===== src/hw/rtl/lpdd_pkg.sv =====
// constants shared by the length-prefixed datagram deframer
// no dependencies
package lpdd_pkg;

  localparam int HEADER_BYTES = 6;
  localparam int MAX_FRAME    = 32767;
  localparam int MIN_FRAME    = HEADER_BYTES + 2;

  localparam int CNT_W  = 15;
  localparam int HDR_W  = 8 * HEADER_BYTES;
  localparam int HIDX_W = $clog2(HEADER_BYTES + 1);

  localparam logic [31:0] LOOP_ALT  = 32'h7F00_00FE;
  localparam logic [31:0] LOOP_HOST = 32'h7F00_0001;

  typedef enum logic [1:0] {
    KIND_DATA = 2'd0,
    KIND_END  = 2'd1,
    KIND_BAD  = 2'd2
  } kind_t;

  typedef enum logic [1:0] {
    REG_IGNORE_HEADER = 2'd0,
    REG_STRIP_HEADER  = 2'd1,
    REG_BASE_HOST     = 2'd2,
    REG_BASE_PORT     = 2'd3
  } reg_idx_t;

  function automatic logic [31:0] map_loopback(input logic [31:0] host);
    logic [31:0] res;
    res = host;
    if (host == 32'd0 || host == LOOP_ALT) begin
      res = LOOP_HOST;
    end
    return res;
  endfunction

endpackage


===== src/hw/rtl/length_prefixed_datagram_deframer.sv =====
// length-prefixed datagram deframer: one byte in, at most one result out per cycle
// output: a result is registered and appears in the cycle after its byte is accepted
// throughput: one byte per cycle; ready drops only while a result waits downstream
// reset: synchronous, clears config registers, out_valid, stored destination and frame state
// depends on lpdd_pkg
module length_prefixed_datagram_deframer (
  input  logic        clk,
  input  logic        rst,
  // apb configuration
  input  logic        psel,
  input  logic        penable,
  input  logic        pwrite,
  input  logic [3:0]  paddr,
  input  logic [31:0] pwdata,
  output logic [31:0] prdata,
  output logic        pready,
  // byte input
  input  logic        in_valid,
  output logic        in_ready,
  input  logic [7:0]  data_byte,
  // result output
  output logic        out_valid,
  input  logic        out_ready,
  output logic [7:0]  out_byte,
  output logic [1:0]  kind,
  output logic        last,
  output logic [31:0] dest_host,
  output logic [15:0] dest_port,
  output logic [14:0] sent_length
);

  typedef enum logic [1:0] {
    PH_LEN_HI,
    PH_LEN_LO,
    PH_HEADER,
    PH_PAYLOAD
  } phase_t;

  phase_t phase, phase_next;
  logic [7:0]  length_high, length_high_next;
  logic [lpdd_pkg::CNT_W-1:0]  remaining, remaining_next;
  logic [lpdd_pkg::CNT_W-1:0]  emitted_count, emitted_count_next;
  logic [lpdd_pkg::HDR_W-1:0]  header_capture, header_capture_next;
  logic [lpdd_pkg::HIDX_W-1:0] header_index, header_index_next;
  logic [31:0] stored_host, stored_host_next;
  logic [15:0] stored_port, stored_port_next;

  logic        ignore_header, strip_header;
  logic [31:0] base_host;
  logic [15:0] base_port;

  logic        take;
  logic        res_emit;
  logic [7:0]  res_byte;
  lpdd_pkg::kind_t res_kind;
  logic        res_last;
  logic [15:0] len16;
  logic [lpdd_pkg::CNT_W-1:0] rem_dec;

  logic        cfg_wr;
  logic [1:0]  cfg_idx;

  assign pready   = 1'b1;
  assign cfg_wr   = psel && penable && pwrite;
  assign cfg_idx  = paddr[3:2];
  assign in_ready = !out_valid || out_ready;
  assign take     = in_valid && in_ready;
  assign len16    = {length_high, data_byte};
  assign rem_dec  = remaining - lpdd_pkg::CNT_W'(1);

  always_comb begin
    case (cfg_idx)
      lpdd_pkg::REG_IGNORE_HEADER: prdata = {31'd0, ignore_header};
      lpdd_pkg::REG_STRIP_HEADER:  prdata = {31'd0, strip_header};
      lpdd_pkg::REG_BASE_HOST:     prdata = base_host;
      lpdd_pkg::REG_BASE_PORT:     prdata = {16'd0, base_port};
      default:                     prdata = 32'd0;
    endcase
  end

  always_comb begin
    phase_next          = phase;
    length_high_next    = length_high;
    remaining_next      = remaining;
    emitted_count_next  = emitted_count;
    header_capture_next = header_capture;
    header_index_next   = header_index;
    stored_host_next    = stored_host;
    stored_port_next    = stored_port;
    res_emit = 1'b0;
    res_byte = 8'd0;
    res_kind = lpdd_pkg::KIND_DATA;
    res_last = 1'b0;

    case (phase)
      PH_LEN_HI: begin
        length_high_next = data_byte;
        phase_next       = PH_LEN_LO;
      end
      PH_LEN_LO: begin
        if (len16 < 16'(lpdd_pkg::MIN_FRAME) || len16 > 16'(lpdd_pkg::MAX_FRAME)) begin
          phase_next = PH_LEN_HI;
          res_emit   = 1'b1;
          res_kind   = lpdd_pkg::KIND_BAD;
        end else begin
          remaining_next      = len16[lpdd_pkg::CNT_W-1:0] - lpdd_pkg::CNT_W'(2);
          emitted_count_next  = '0;
          header_capture_next = '0;
          header_index_next   = '0;
          phase_next          = PH_HEADER;
        end
      end
      PH_HEADER: begin
        header_capture_next = {header_capture[lpdd_pkg::HDR_W-9:0], data_byte};
        header_index_next   = header_index + lpdd_pkg::HIDX_W'(1);
        remaining_next      = rem_dec;
        if (!strip_header) begin
          emitted_count_next = emitted_count + lpdd_pkg::CNT_W'(1);
        end
        res_byte = data_byte;
        if (header_index_next < lpdd_pkg::HIDX_W'(lpdd_pkg::HEADER_BYTES)) begin
          res_emit = !strip_header;
        end else begin
          // full header in hand: host in the upper four bytes, port in the lower two
          if (!ignore_header && header_capture_next != '0) begin
            stored_host_next = header_capture_next[47:16];
            stored_port_next = header_capture_next[15:0];
          end
          if (rem_dec != '0) begin
            phase_next = PH_PAYLOAD;
            res_emit   = !strip_header;
          end else begin
            phase_next = PH_LEN_HI;
            res_emit   = 1'b1;
            res_last   = 1'b1;
            if (strip_header) begin
              res_kind = lpdd_pkg::KIND_END;
              res_byte = 8'd0;
            end
          end
        end
      end
      PH_PAYLOAD: begin
        remaining_next     = rem_dec;
        emitted_count_next = emitted_count + lpdd_pkg::CNT_W'(1);
        res_emit           = 1'b1;
        res_byte           = data_byte;
        if (rem_dec == '0) begin
          phase_next = PH_LEN_HI;
          res_last   = 1'b1;
        end
      end
      default: begin
        phase_next = PH_LEN_HI;
      end
    endcase
  end

  always_ff @(posedge clk) begin
    if (rst) begin
      phase          <= PH_LEN_HI;
      length_high    <= '0;
      remaining      <= '0;
      emitted_count  <= '0;
      header_capture <= '0;
      header_index   <= '0;
      stored_host    <= '0;
      stored_port    <= '0;
      ignore_header  <= 1'b0;
      strip_header   <= 1'b0;
      base_host      <= '0;
      base_port      <= '0;
      out_valid      <= 1'b0;
    end else begin
      if (take) begin
        phase          <= phase_next;
        length_high    <= length_high_next;
        remaining      <= remaining_next;
        emitted_count  <= emitted_count_next;
        header_capture <= header_capture_next;
        header_index   <= header_index_next;
      end
      // writes to the base host and base port registers also reload the stored destination
      if (cfg_wr && cfg_idx == lpdd_pkg::REG_BASE_HOST) begin
        stored_host <= pwdata;
      end else if (take) begin
        stored_host <= stored_host_next;
      end
      if (cfg_wr && cfg_idx == lpdd_pkg::REG_BASE_PORT) begin
        stored_port <= pwdata[15:0];
      end else if (take) begin
        stored_port <= stored_port_next;
      end
      if (in_ready) begin
        out_valid <= take && res_emit;
      end
      if (cfg_wr) begin
        case (cfg_idx)
          lpdd_pkg::REG_IGNORE_HEADER: ignore_header <= pwdata[0];
          lpdd_pkg::REG_STRIP_HEADER:  strip_header  <= pwdata[0];
          lpdd_pkg::REG_BASE_HOST:     base_host     <= pwdata;
          lpdd_pkg::REG_BASE_PORT:     base_port     <= pwdata[15:0];
          default: ;
        endcase
      end
    end
  end

  // result register, loaded whenever a byte produces a result
  always_ff @(posedge clk) begin
    if (take && res_emit) begin
      out_byte <= res_byte;
      kind     <= res_kind;
      last     <= res_last;
      if (res_last) begin
        dest_host   <= lpdd_pkg::map_loopback(stored_host_next);
        dest_port   <= stored_port_next;
        sent_length <= (res_kind == lpdd_pkg::KIND_DATA) ? emitted_count_next : '0;
      end else begin
        dest_host   <= '0;
        dest_port   <= '0;
        sent_length <= '0;
      end
    end
  end

endmodule

===== config.mk =====
export PLATFORM = sky130hd
export DESIGN_NAME = length_prefixed_datagram_deframer
export DESIGN_NICKNAME = d
export VERILOG_FILES = /design/src/hw/rtl/lpdd_pkg.sv /design/src/hw/rtl/length_prefixed_datagram_deframer.sv
export SDC_FILE = /design/constraint.sdc
export NUM_CORES = 1
export LEC_CHECK = 0
export BUFFER_PORTS_ARGS = -buffer_cell sky130_fd_sc_hd__buf_2
export CELL_PAD_IN_SITES_DETAIL_PLACEMENT = 1
export CELL_PAD_IN_SITES_GLOBAL_PLACEMENT = 2
export CORE_MARGIN = 4
export CORE_UTILIZATION = 36
export DETAILED_ROUTE_END_ITERATION = 8
export PLACE_DENSITY = 0.92
export SLEW_MARGIN = 20
export SYNTH_ARGS = -nofsm -noshare
export SYNTH_HDL_FRONTEND = slang
export SYNTH_SLANG_ARGS = --single-unit

===== constraint.sdc =====
create_clock -name clk -period 11.4 [get_ports clk]
set_clock_uncertainty 0.1 [all_clocks]
set_input_delay 1.14 -clock clk [delete_from_list [all_inputs] [get_ports clk]]
set_output_delay 1.14 -clock clk [all_outputs]
set_load 0.1 [all_outputs]

==> results of run 1 <==
[kinds of logic (layout without fill, tap and decap cells)]
kind of cell    count (synthesis)  in the layout  synth area share (%)
buf+inv                       121            233                  4.03
simple gates                  534            534                  20.3
other cells                     1              1                0.0310
compound gates                298            298                  15.4
xor+xnor                       14             14                  1.01
mux                           117            117                  9.77
fa+ha+maj                      10             10                  1.03
flops                         256            256                  48.4
[worst max path at each step]
stage	to	depth (start not counted)
floorplan	dest_host[0]	11
global placement	dest_host[11]	8
detailed placement	dest_host[2]	8
CTS	dest_port[9]	10
global route	dest_port[15]	10
finish	dest_port[9]	10
[worst reg2reg max path, cell delays in order, from the launching register on]
cell	delay [ns]
sky130_fd_sc_hd__dfxtp_1	0.45
sky130_fd_sc_hd__inv_1	0.11
sky130_fd_sc_hd__ha_1	0.35
sky130_fd_sc_hd__nor3b_1	0.57
sky130_fd_sc_hd__nand4_1	0.33
sky130_fd_sc_hd__xor2_1	0.27
sky130_fd_sc_hd__or3b_2	0.50
sky130_fd_sc_hd__nor3_1	0.38
sky130_fd_sc_hd__nor2_1	0.09
sky130_fd_sc_hd__nor4_2	0.24
sky130_fd_sc_hd__buf_4	0.80
[synthesized netlist by cell type (all sizes together), types with 5 or more instances]
master / count
nor2: 199
dfxtp: 182
nand2: 137
a21oi: 128
mux2i: 116
clkbuf: 95
edfxtp: 74
a211oi: 52
a22oi: 45
o21ai: 34
and2: 31
nand3: 30
nor3: 29
nor4: 29
nor2b: 21
buf: 15
nand4: 14
inv: 11
or3: 11
ha: 10
and3: 9
a31oi: 8
xor2: 8
nor3b: 6
xnor2: 6
or2: 5
[per-layer routing]
layer,share of wire (%),routed length [um]
met5,0.019,7
met4,2.3,848
met2,46,17100
met3,4.7,1750
met1,47,17400
[state kept, by name, summed over array words and instances (netlist names)]
| signal | flops |
|---|---|
| header_capture | 40 |
| length_high | 8 |
| out_valid | 1 |
| stored_host | 32 |
| emitted_count | 15 |
| phase | 2 |
| remaining | 15 |
| base_host | 32 |
| ignore_header | 1 |
| stored_port | 16 |
| strip_header | 1 |
| header_index | 3 |
| dest_port | 16 |
| out_byte | 8 |
| last | 1 |
| dest_host | 32 |
| base_port | 16 |
| sent_length | 15 |
| kind | 2 |
[power by group through the flow]
stage | sequential (uW) | combinational, uW | clock (uW)
2_1_floorplan | 979 | 109 | 0
3_3_place_gp | 977 | 160 | 0
3_5_place_dp | 979 | 163 | 0
4_1_cts | 959 | 164 | 1040
5_1_grt | 961 | 181 | 1080
6_report | 959 | 165 | 1020
[final cells by class]
type	instances	area, um2
Inverter	11	41.3
Clock inverter	18	225
Fill cell	3853	18700
Tap cell	442	553
Multi-Input combinational cell	974	5780
Timing Repair Buffer	166	870
Sequential cell	256	5870
Clock buffer	38	831
[stage by stage]
stage / instance area, um2 / instances / power [uW] / setup WS, ns / util [%]
finish: 14200 / 1905 / 2140 / 6.77 / 43.1
global route: 14200 / 1905 / 2220 / 6.30 / 43.1
CTS: 14100 / 1904 / 2160 / 6.83 / 43.0
detailed placement: 13100 / 1848 / 1140 / 6.59 / 39.8
global placement: 13100 / 1848 / 1140 / 6.69 / 39.8
floorplan: 12100 / 1351 / 1090 / 0.991 / -
==> flow_results.org, run 1 <==
** STA
- The max-slew violation count was 0.
- Dividing the final minimum period by the clock period gives 40.6%.
- Unrepaired setup endpoints after global routing :: false
- Timing would allow up to 216 MHz.
- The final hold violation count came to 0.
- Hold timing on the final database bottoms out at a slack of 0.352 ns.
- Measured against its own limit, the worst slew margin works out to 33.1%.
- Clock period minus final worst setup slack :: 4.63 ns
- Setup TNS :: 0 ns
- Transition time at the pin with the least slew margin :: 0.996 ns
- Final number of setup-violating endpoints :: 0

** CTS
- After clock tree synthesis, the flow added hold-fix buffers numbering 0.
- Clock Tree Buf Depth :: 3
- H-tree levels :: 1
- TritonCTS built the clock tree.
- Clock tree synthesis found a total of 256 sinks.
- Clock tree synthesis selected as its root buffer the cell sky130_fd_sc_hd__clkbuf_16.
- Number of buffers created by CTS :: 30
- Buffers added to address setup during post-CTS repair amount to 0.
- The later pin in the worst-skew pair is clocked with a latency of 0.56 ns.
- In this run, post-CTS repair resized a total of 0 instances.
- Clock slew at reported path FFs :: 0.06 ns

** GRT
- Number of antenna violations at the first check in global routing :: 1
- Global Route Usage Sum :: 19.6%
- Global routing consumed, on the met3 layer, 2.89% of the routing resources.
- For met2 alone, demand over resource in global routing was 32.1%.
- GR met1 Demand/Resource :: 27.5%
- The first global-routing pass estimated 58500 um of wire.
- Highest-utilization routing layer at the global route stage :: met2
- Maximum number of pins on one net before global-route repair :: 106
- Leftover overflow at the end of global routing :: 0
- Vias in the first global route :: 10394

** Detailed routing
- In the final routed layout, each cell accounts on average for 19.5 um.
- In this run the remaining antenna-violating nets after routing total 0.
- Violation count after the first detailed-route iteration :: 667
- For this block, the routed nets add up to 37100 um of wire.
- Iteration count of the initial detailed-routing pass :: 5
- Average via count per standard cell :: 5.50
- Via count :: 10487
- After detailed routing, the number of remaining DRC violations is 0.

** Min path
- Counting instances, the worst hold path has a depth of 2.
- For hold timing, the worst endpoint is base_host[22].
- The path class of the tightest hold or removal check is flop to flop.
- In this run the most critical hold path is launched from base_host[22].

** Setup path
- The most critical setup path has its startpoint at remaining[0].
- In this run the critical register-to-register path is launched from remaining[0].
- The worst setup path is launched from a flop.
- Critical path, cell by cell :: inv_1, ha_1, nor3b_1, nand4_1, xor2_1, or3b_2, nor3_1, nor2_1, nor4_2, buf_4
- STA puts the critical path data required time at 11.47 ns.
- Broken down by cell family, the worst path's largest delay share belongs to simple AND/OR/NAND/NOR gates.
- The slowest stage of the critical path is the sky130_fd_sc_hd__buf_4 cell.
- Critical path class :: flop to flop
- Arrival @ worst endpoint :: 4.70 ns
- Along the worst path, the maximum fanout reaches 74.
- The critical path contains buffers and inverters numbering 2 combined.
- Worst Reg-to-Reg Cells :: 10
- In this design, the stage delay of the slowest critical-path cell is 0.80 ns.
- For flop-to-flop paths, the worst setup slack is 6.77 ns.
- STA classifies the critical path endpoint as a flop.
- Crit Reg-Reg Endpoint :: dest_port[9]

** Yosys
- Largest cells by area after synthesis :: sky130_fd_sc_hd__dfxtp_1, sky130_fd_sc_hd__edfxtp_1, sky130_fd_sc_hd__mux2i_1
- In this run the cell area of the synthesized design comes to 0.0121 mm2.
- Synthesis produced a netlist with a net count of 1412.
- Post-synthesis sequential element count :: 256
- Prevailing post-synth register cell :: sky130_fd_sc_hd__dfxtp_1
- Synthesis instantiated 58 different standard cells from the library.
- The top cell type by area accounts for 30.1% of the synthesized area.
- Count of mapped cells out of synthesis :: 1351
- Top cell type by total area after synthesis :: sky130_fd_sc_hd__dfxtp_1
- Syn Area/Cell :: 8.96 um2
- FFs w/ async S/R, synth :: 0%
- For this run, the number of Yosys warnings is 0.
- Share of the yosys chip area belonging to registers :: 48.4%
- Yosys mapped a number of flops with a built-in enable equal to 74.

** Power
- Clock share of power :: 47.5%
- Pwr dens :: 151 mW/mm2
- Of the total power, the share spent switching nets is 24.4%.
- Cell-internal power :: 1620 uW
- For this design the total switching power over the nets is 523 uW.
- Sequential share of power :: 44.8%
- Combinational logic burns 7.7% of the power.
- Leak :: 0.00501 uW
- Peak ir drop on the vdd network :: 0.103 mV

** Floorplanning
- Rows :: 66
- After floorplanning, the core was sized to cover 0.0329 mm2.
- Top-level port count :: 160
- The floorplan step set the die height to 191 um.
- Initial Util :: 36.8%
- Floorplan die area :: 0.0366 mm2
- The die is 191 um wide.

** Layout
- Number of diodes :: 0
- Leaving out fill and tap cells, the most frequent cell in the layout is sky130_fd_sc_hd__nor2_1.
- Top library cells by usage in the layout, fill and taps aside :: sky130_fd_sc_hd__nor2_1, sky130_fd_sc_hd__dfxtp_1, sky130_fd_sc_hd__buf_2
- The post-route netlist has 16.1% of its cells at a drive strength greater than 1.
- NumNets Final :: 1500
- Synth-to-Final Area Change :: 17.0%

** Placement
- Placed wire-length estimate after detailed placement :: 24900 um
- Final GP Congestion :: 0.835
- During placement, the flow inserted port buffers numbering 156.

** Flow run
- Maximum capacitance violations :: 0

** Status
- The flow ran to the end, and the final reports show no timing, DRC or antenna violations.
Power figures use the tool's default switching activity.
==> inputs of run 2 (changes only) <==
ABC_AREA = 1   (was default)
CORE_UTILIZATION = 30   (was 36)
PLACE_DENSITY = 0.87   (was 0.92)
clock period = 3.9 ns   (was 11.4 ns; I/O delays follow)
==> run 2 against run 1 <==
  * Area after synthesis increased by 2.5%
  * Cell count is 24% higher
  * First-iteration DRC count down 9.4%
  * Via count up 9.8%
  * Non-clock buffer count up 28
  * Wire length rose by 12%
  * Clock-buffer cell count up 5
  * Register-to-register slack worse by 6.2 ns
  * Largest power group unchanged
==> flow_results.org, run 2 <==
** Yosys
- The sequential-to-total area share from yosys stat was 47.3% (-1.2 points).
- Share of synthesized cell area in full adder, half adder and majority cells :: 1.01% (-0.025 points)
- The count of flip-flops with a built-in enable after synthesis was 74 (unchanged).
- After synthesis, the largest family of logic cells by area is simple AND/OR/NAND/NOR gates.
- Simple-gate share of the synthesized area :: 25.7% (+5.4 points)
- Count of mapped cells out of synthesis :: 1649 (+22%)
- Portion of netlist area occupied by mux cells :: 0.0806% (-9.7 points)
- Among all flip-flop cells after synthesis, the most frequent one is sky130_fd_sc_hd__dfxtp_1.
- The compound-gate portion of the synthesized area came to 15.4% (+0.049 points).
- The number of different library cells in the post-synthesis netlist is 51 (-12%).
- Largest cells by area after synthesis :: sky130_fd_sc_hd__dfxtp_1, sky130_fd_sc_hd__edfxtp_1, sky130_fd_sc_hd__nand2_1
- Yosys instantiated no cell more often than sky130_fd_sc_hd__nand2_1.
- The parity-gate share of the synthesized area counting xor and xnor cells came to 1.34% (+0.33 points).
- The biggest area contributor in the post-synthesis netlist is sky130_fd_sc_hd__dfxtp_1.
- Yosys Warn Count :: 0 (unchanged)
- Post-synth net total :: 1710 (+21%)
- Top cells by count, synth :: sky130_fd_sc_hd__nand2_1, sky130_fd_sc_hd__nor2_1, sky130_fd_sc_hd__inv_1, sky130_fd_sc_hd__dfxtp_1, sky130_fd_sc_hd__a21oi_1
- Syn Area/Cell :: 7.53 um2 (-16%)
- The share of the synthesized area in the top cell type was 29.4% (-0.73 points).
- Post-synthesis sequential element count :: 256 (unchanged)
- Netlist Area Pre-Place :: 0.0124 mm2 (+2.5%)
- FFs w/ async S/R, synth :: 0% (unchanged)

** Layout
- NumNets Final :: 1856 (+24%)
- In the layout the commonest cells are sky130_fd_sc_hd__nand2_1, sky130_fd_sc_hd__nor2_1, sky130_fd_sc_hd__inv_1.
- Commonest non-fill, non-tap cell in the layout :: sky130_fd_sc_hd__nand2_1
- Number of flip-flops under the largest register name :: 40 (unchanged)
- FF+latch area :: 0.00587 mm2 (unchanged)
- The footprint of the multi-input gates is 0.00542 mm2 (-6.2%).
- Relative to the synthesized area, the layout overhead comes to 20.0%.
- Final core utilization :: 36.5% (-6.6 points)
- Fraction of layout cells with a size suffix above 1 :: 15.3% (-0.78 points)
- Number of filler cells placed in the layout :: 5026 (+30%)
- Biggest register :: header_capture

** Status
- The run finished with clean final reports.

** Detailed routing
- The via density per instance was 4.90 (-11%).
- Total wire length :: 41500 um (+12%)
- Violation count after the first detailed-route iteration :: 604 (-9.4%)
- The first-pass detailed-route iteration total came to 5 (unchanged).
- Post-detailed-route DRC marker count :: 0 (unchanged)
- Antenna violation net count after detailed routing :: 0 (unchanged)
- Via count :: 11518 (+9.8%)
- Detail-routed net length per standard cell :: 17.7 um (-9.3%)

** STA
- The actual transition at the worst max-transition pin is 1.01 ns (+0.0184 ns).
- Worst-case headroom to the max-slew limit :: 32.4% (-0.78 points)
- Max Clock Freq :: 303 MHz (+40%)
- Final number of setup-violating endpoints :: 0 (unchanged)
- Unrepaired setup endpoints after global routing :: false
- Final Cycle Share :: 84.6% (+44 points)
- Clock period minus final worst setup slack :: 3.30 ns (-1.33 ns)
- Max-slew violation count :: 0 (unchanged)
- The final hold violation count came to 0 (unchanged).
- The worst hold slack across all endpoints was 0.0236 ns (-0.328 ns).
- The final total negative setup slack was 0 ns (unchanged).

** Placement
- The global placer's final weighted congestion came to 0.814 (-2.5%).
- The total half-perimeter wirelength after legalization and detailed placement was 29100 um (+17%).
- The count of buffers from port buffering is 156 (unchanged).

** CTS
- Clock slew at reported path FFs :: 0.06 ns (about the same)
- Clock Tree Buf Depth :: 3 (unchanged)
- TritonCTS built the clock tree.
- Root buffer selected by CTS :: sky130_fd_sc_hd__clkbuf_16
- The total number of H-tree levels was 1 (unchanged).
- Number of buffers created by CTS :: 31 (+3.3%)
- Number of sinks driven by the clock tree :: 256 (unchanged)
- The buffer count from post-CTS setup fixing came to 0 (unchanged).
- The count of cells resized by post-cts repair is 0 (unchanged).
- The insertion delay to the later sink of the worst-skew pair is 0.57 ns (about the same).

** Min path
- Path category of the worst min-delay check :: input port to flop
- In this run the most critical hold path is launched from pwdata[17].

** Setup path
- The worst-case register-to-register setup slack came to 0.60 ns (-6.17 ns).
- Tracing the worst setup path back leads to its startpoint at remaining[0].
- The cell family contributing the most delay on the critical path is simple AND/OR/NAND/NOR gates.
- Peak fanout along the critical path :: 24 (-68%)
- The worst register-to-register path begins at remaining[0].
- The data required time at the worst endpoint is 4.07 ns (-7.40 ns).
- By startpoint and endpoint, the worst setup path is classified as flop to flop.
- The number of buffer and inverter instances along the worst setup path is 3 (+1).
- Critical Path Sink Type :: flop
- Slowest CP cell :: sky130_fd_sc_hd__clkinvlp_4
- Max stage delay on crit path :: 0.44 ns (-0.36 ns)
- Critical path, cell by cell :: inv_1, ha_1, nand3_1, nor2_1, nand2_1, o21ai_0, o21ai_1, nor3_1, nand4_1, nand2_1, nand2_1, clkinvlp_4, buf_12
- The arrival time at the worst endpoint was 3.47 ns (-1.23 ns).
- Launching element type of the critical path :: flop
- Counting stages on the worst path, the most repeated cell is sky130_fd_sc_hd__nand2_1.

** GRT
- The remaining global-route overflow is 0 (unchanged).
- Vias in the first global route :: 12053 (+16%)
- Routing usage on met2 :: 32.1% (about the same)
- The total global routing track utilization is 18.2% (-1.4 points).
- The number of antenna violations at the first check in global routing is 2 (+1).
- The maximum number of pins on one net before global-route repair is 87 (-18%).
- Met3 usage in global routing :: 2.28% (-0.60 points)
- Global-route wire length before repair :: 66200 um (+13%)
- GR met1 Demand/Resource :: 23.6% (-3.9 points)
- Highest-utilization routing layer at the global route stage :: met2

** Floorplanning
- Top-level port count :: 160 (unchanged)
- Initial Util :: 30.4% (-6.4 points)
- The placeable core region was 0.0408 mm2 (+24%).
- The die height came to 211 um (+10%).
- Rows :: 74 (+12%)
- Floorplan die area :: 0.0447 mm2 (+22%)
- The x dimension of the die was 211 um (+10%).

** Power
- The power density over the cells came to 430 mW/mm2 (+180%).
- The leakage power total was 0.00621 uW (+24%).
- The maximum vdd ir drop is 0.296 mV (+190%).

** Flow run
- Maximum capacitance violations :: 0 (unchanged)
## run 2: kinds of logic after synthesis
group,Yosys count
flops,256
other cells,1
buf+inv,280
simple gates,763
fa+ha+maj,10
mux,1
compound gates,319
xor+xnor,19
## run 2: metal layers
layer  up-vias  share of wire, %
met5         -                 0
met4         0               2.1
met3        57               3.7
met2       202                49
met1      5581                45
li1       5678                 -
## run 2: tightest hold or removal path, stage by stage
cell and delay, ns:
sky130_fd_sc_hd__buf_2 0.10, sky130_fd_sc_hd__nand2_1 0.08, sky130_fd_sc_hd__a21oi_1 0.06
## run 2: timing repair
action	in CTS	in global routing
hold endpoints to repair	6	0
endpoints found under the setup margin	0	0
hold buffers	7	0
## run 2: per-stage QoR
step | setup WS (ns) | area (um2) | std cells | total power (uW)
global route | 0.191 | 14900 | 2353 | 6680
CTS | 0.584 | 14900 | 2351 | 6480
finish | 0.601 | 14900 | 2353 | 6400
detailed placement | 0.486 | 13800 | 2287 | 3490
floorplan | 0.108 | 12400 | 1649 | 3290
global placement | 0.523 | 13800 | 2287 | 3480
## run 2: path summary, 6_finish.rpt
check                                endpoint  depth (start not counted)
worst min-delay path            base_host[17]                          3
worst max register to register  dest_port[13]                         13
worst min register to register  base_host[22]                          2
worst max-delay path            dest_port[13]                         13
## run 2: power by group
group	switching, uW	internal (uW)	leakage (uW)
Clock	1190	1770	0.000521
Combinational	451	175	0.00353
Sequential	41.1	2780	0.00216
Total	1680	4720	0.00621
## run 2: layout make-up
type,instances,share of cell area (%)
inverters,199,5.04
flip-flops and latches,256,39.4
well taps,532,4.47
repair buffers,194,7.63
multi-input cells,1113,36.4
diodes,2,0.0336
clock inverters,14,0.899
clock buffers,43,6.13
